<file path="src/hw/rtl/skvt_pkg.sv">
// Package for the sorted key/value table: sizes, field widths, command and
// status codes, and the control and collect structs passed along the cell row.
// No dependencies.
package skvt_pkg;

  localparam int unsigned CAPACITY = 256;
  localparam int unsigned IDX_W    = $clog2(CAPACITY);
  localparam int unsigned CNT_W    = $clog2(CAPACITY + 1);
  localparam int unsigned CMP_W    = (CNT_W > 8) ? CNT_W : 8;

  localparam int unsigned CMD_W    = 3;
  localparam int unsigned DATA_W   = 32;
  localparam int unsigned POS_W    = 8;
  localparam int unsigned STAT_W   = 2;
  localparam int unsigned OCNT_W   = 9;
  localparam int unsigned S_DATA_W = 80;
  localparam int unsigned M_DATA_W = 88;

  typedef logic signed [DATA_W-1:0] word_t;

  typedef enum logic [CMD_W-1:0] {
    CMD_INSERT = 3'd0,
    CMD_REMOVE = 3'd1,
    CMD_GET    = 3'd2,
    CMD_SET    = 3'd3,
    CMD_FIND   = 3'd4
  } cmd_e;

  typedef enum logic [STAT_W-1:0] {
    ST_OK       = 2'd0,
    ST_BADPOS   = 2'd1,
    ST_FULL     = 2'd2,
    ST_NOTFOUND = 2'd3
  } status_e;

  typedef enum logic [1:0] {
    CELL_NOP,
    CELL_INS,
    CELL_REM
  } cell_op_e;

  typedef enum logic [1:0] {
    S_IDLE,
    S_SWEEP,
    S_HOLD
  } state_e;

  // Broadcast to every cell in each cycle.
  typedef struct packed {
    cell_op_e         op;
    word_t            key;
    word_t            value;
    logic [CMP_W-1:0] pos;
    logic [CNT_W-1:0] count;
    logic             rd_en;
    logic             find_en;
    logic             load;
    logic             sweep;
  } cell_ctl_t;

  // Result contribution; at most one cell loads a nonzero one per item.
  typedef struct packed {
    logic             found;
    word_t            key;
    word_t            value;
    logic [IDX_W-1:0] pos;
  } coll_t;

endpackage

</file>
<file path="src/hw/rtl/skvt_cell.sv">
// One entry of the sorted table: key/value registers with compare-and-shift
// logic, plus one stage of the result collect chain. Depends on skvt_pkg.
module skvt_cell
  import skvt_pkg::*;
(
  input  logic             clk_i,
  input  logic [IDX_W-1:0] idx_i,
  input  cell_ctl_t        ctl_i,
  input  logic             prev_ge_i,
  input  word_t            prev_key_i,
  input  word_t            prev_val_i,
  input  word_t            next_key_i,
  input  word_t            next_val_i,
  input  coll_t            next_coll_i,
  output logic             ge_o,
  output word_t            key_o,
  output word_t            val_o,
  output coll_t            coll_o
);

  word_t key_q, key_d;
  word_t val_q, val_d;
  coll_t coll_q, coll_d;

  logic [CMP_W-1:0] idx_ext;
  logic             valid;
  logic             bound;
  logic             sel_rd;
  logic             hit;

  assign idx_ext = CMP_W'(idx_i);
  assign valid   = idx_ext < CMP_W'(ctl_i.count);
  // Entries are sorted, so this flag is low before the insert point and high from it on.
  assign ge_o    = !valid || (key_q >= ctl_i.key);
  assign bound   = ge_o && !prev_ge_i;
  assign sel_rd  = ctl_i.rd_en && (idx_ext == ctl_i.pos);
  assign hit     = ctl_i.find_en && bound && valid && (key_q == ctl_i.key);

  always_comb begin
    key_d = key_q;
    val_d = val_q;
    case (ctl_i.op)
      CELL_INS: begin
        if (prev_ge_i) begin
          key_d = prev_key_i;
          val_d = prev_val_i;
        end else if (ge_o) begin
          key_d = ctl_i.key;
          val_d = ctl_i.value;
        end
      end
      CELL_REM: begin
        if (idx_ext >= ctl_i.pos) begin
          key_d = next_key_i;
          val_d = next_val_i;
        end
      end
      default: ;
    endcase
  end

  always_comb begin
    coll_d = coll_q;
    if (ctl_i.load) begin
      coll_d.found = hit;
      coll_d.key   = sel_rd ? key_q : '0;
      coll_d.value = sel_rd ? val_q : '0;
      coll_d.pos   = hit ? idx_i : '0;
    end else if (ctl_i.sweep) begin
      coll_d = coll_t'(coll_q | next_coll_i);
    end
  end

  always_ff @(posedge clk_i) begin
    key_q  <= key_d;
    val_q  <= val_d;
    coll_q <= coll_d;
  end

  assign key_o  = key_q;
  assign val_o  = val_q;
  assign coll_o = coll_q;

endmodule

</file>
<file path="config.mk">
export PLATFORM = sky130hd
export DESIGN_NAME = skvt_cell
export DESIGN_NICKNAME = d
export VERILOG_FILES = /design/src/hw/rtl/skvt_pkg.sv /design/src/hw/rtl/skvt_cell.sv
export SDC_FILE = /design/constraint.sdc
export NUM_CORES = 1
export LEC_CHECK = 0
export BUFFER_PORTS_ARGS = -buffer_cell sky130_fd_sc_hd__buf_4
export CAP_MARGIN = 30
export CORE_AREA = 3 3 168 170
export DETAILED_ROUTE_END_ITERATION = 8
export DIE_AREA = 0 0 171 173
export GPL_TIMING_DRIVEN = 0
export SYNTH_ARGS = -nofsm -noshare
export SYNTH_HDL_FRONTEND = slang
export SYNTH_SLANG_ARGS = --single-unit
export TNS_END_PERCENT = 1
</file>
<file path="constraint.sdc">
create_clock -name clk_i -period 7.9 [get_ports clk_i]
set_input_delay 1.58 -clock clk_i [delete_from_list [all_inputs] [get_ports clk_i]]
set_output_delay 1.58 -clock clk_i [all_outputs]
set_load 0.05 [all_outputs]
</file>
==> impl_results.md <==
* Status: completed
* Critical path cell sequence: buf_4 > inv_1 > ha_1 > nand4_1 > nor4_1 > a21boi_0 > o31a_1 > nor3_1 > or3b_1 > buf_4
* Number of synthesized flops with an enable pin at 137
* Top cell type's share of synthesized area at 53.55%
* CP Data Arrival Time at 3.94 ns
* Boundary pin count at 437
* ANT cells at 0
* Post-synth top area cell: edfxtp_1
* Synthesized cell area at 7682 µm²
* RSZ-0062 raised after global routing: no
* Share of synthesized registers carrying an async set or reset at 0%
* CP max-delay cell: nor4_1
* Fraction of layout instances using a drive strength above 1 at 38.65%
* Worst-path fanout max at 3
* Most frequent cells in the layout: buf_4 (435), edfxtp_1 (137), nand2_1 (135), o21ai_0 (132), nor2_1 (80)
* Largest net degree at the start of global routing at 44
* Port Buffers at 435
* First-pass GRT wire length at 45600 µm
* Reg clk slew, reported paths at 0.06 ns
* Hold Crit Class: flop to flop
* Fin. Hold Viols at 0
* Pwr/cell area at 195.2 nW/µm²
* Cell variety after synth at 34
* Commonest non-fill, non-tap cell in the layout: buf_4
* Initial Util at 28.58%
* Post-route minimum period at 5.518 ns
* First-pass DRT Iterations at 4
* Syn nets at 1113
* Top_reg_cell synth: edfxtp_1
* WP data required at 6.32 ns
* Die width at 171 µm
* GP Congestion at 0.8764
* Final nets at 1575
* Vias after detailed routing at 7462
* Synth Warn # at 0
* Total track usage at 20.45%
* Vias in the first global route at 7539
* Drt first-iter violations at 450
* Post-DP HPWL at 25530 µm
* Clk buf depth at 2
* DRT antenna net count at 0
* CP Class: input pin to output pin
* Inserted Clock Buffers at 17
* Area growth, synth to finish at 57.62%
* Final period util at 69.85%
* Slew margin rel. at 47.76%
* Post-synthesis sequential area ratio at 53.55%
* Worst ir drop on vdd at 136.6 µV
* Crit path launch type: input pin
* CTS tree: done
* CTS root buf: clkbuf_16
* DRC viols at 0
* Seq cells post-synth at 137
* Post-CTS Setup Bufs at 0
* DIE HEIGHT at 173 µm
* Grt total ovfl at 0
* Leakage dissipation at 0.005534 µW
* Max H-tree Level at 4
* Worst-Margin Slew at 0.7639 ns
* Post-Syn Area per Cell at 10.02 µm²
* Final WL at 31610 µm
* Core ar. at 26880 µm²
* Final hold slack at 0.5649 ns
* CTS resizes at 0
* Worst Clk Skew at 0.01632 ns
* Clock sink total at 137
* Max Cap Viol at 0
* Final Setup Violations at 0
* Max stage delay on crit path at 0.45 ns
* Area contributors post-synth: edfxtp_1 (54%), o21ai_0 (8.6%), mux2i_1 (8.3%)
* DR WL/cell at 19.97 µm
* Max Slew Vio Count at 0
* Via density per instance at 4.714
* Clk_lat worst skew at 0.42 ns
* Design Power at 2364 µW
* CP endpoint kind: output pin
* Initial antenna violation count at 0
* Crit path top cell by count: buf_4
* Cells after Synth at 767
* Max Freq at 181.2 MHz
* Row cnt at 60
* Hold_buf cts at 0
* Die area at 29580 µm²
## report_power, final
group	leakage [µW]	internal [µW]	switching [µW]
Sequential	0.00138	880	41.0
Clock	0.000277	465	340
Combinational	0.00388	246	391
Total	0.00553	1590	773
## stage by stage
step / area, µm² / utilization [%] / worst slack [ns] / TNS, ns / std cells
2_1_floorplan: 7687 / - / 1.902 / 0 / 767
3_3_place_gp: 11380 / 42.34 / -0.9206 / -58.61 / 1543
3_5_place_dp: 11500 / 42.80 / 2.123 / 0 / 1549
4_1_cts: 12080 / 44.93 / 2.037 / 0 / 1581
5_1_grt: 12110 / 45.06 / 2.101 / 0 / 1583
6_report: 12110 / 45.06 / 2.382 / 0 / 1583
## cells in the mapped netlist, types with 2 or more instances
cell,n
nand4_1,9
o22ai_1,8
a21oi_2,2
inv_1,58
o21ai_1,2
nand2_1,135
buf_2,2
a2111oi_0,3
a221o_1,2
and4_1,2
nor4_1,3
a21oi_1,14
nor2b_1,4
nand3_1,6
o21ai_0,132
o211ai_1,3
nor2_1,80
ha_1,47
clkbuf_1,28
buf_1,5
mux2i_1,64
o31a_1,2
or2_2,2
o31ai_1,3
edfxtp_1,137
a21o_1,4
nor3_1,3
## final timing paths
kind | startpoint | to | slack (ns) | cells past startpoint
setup / recovery | ctl_i[69] | ge_o | 2.38 | 10
hold / removal | val_o[6] | coll_o[14] | 0.56 | 2
setup reg to reg | key_o[15] | key_o[16] | 4.34 | 9
hold reg to reg | val_o[6] | coll_o[14] | 0.56 | 2
## logic make-up after synthesis
logic type               count (synthesis)  share of synthesized area [%]
AND/OR/NAND/NOR                        247                          13.11
buffers and inverters                   93                          4.577
flip-flops                             137                          53.55
AO/OA/AOI/OAI                          179                          12.77
adder cells (fa/ha/maj)                 47                          7.655
multiplexers                            64                          8.339
## layer usage
| layer | global-route usage [%] | up-vias | routed length [µm] |
|---|---|---|---|
| li1 | - | 3659 | - |
| met5 | 0 | - | 0 |
| met2 | 35.25 | 257 | 15990 |
| met1 | 26.12 | 3518 | 13420 |
| met3 | 4.481 | 28 | 1738 |
| met4 | 4.795 | 0 | 467 |
## registers in the layout, summed over array words and instances, names as in the netlist
signal  count
val_o      32
coll_o     73
key_o      32
## worst max-delay path: cells and delay by family
kind	cells	cell delay, ns
simple gates	4	1.06
compound gates	2	0.65
buf+inv	3	0.33
fa+ha+maj	1	0.30
## final cells by class
class	count	area (µm²)
Fill cell	2624	14770
Sequential cell	137	4114
Timing Repair Buffer	443	3412
Multi-Input combinational cell	537	3231
Tap cell	341	426.7
Clock buffer	17	425.4
Inverter	58	217.7
Clock inverter	15	148.9
Buffer	35	133.9
No activity file was read; power rests on OpenSTA's default activity.
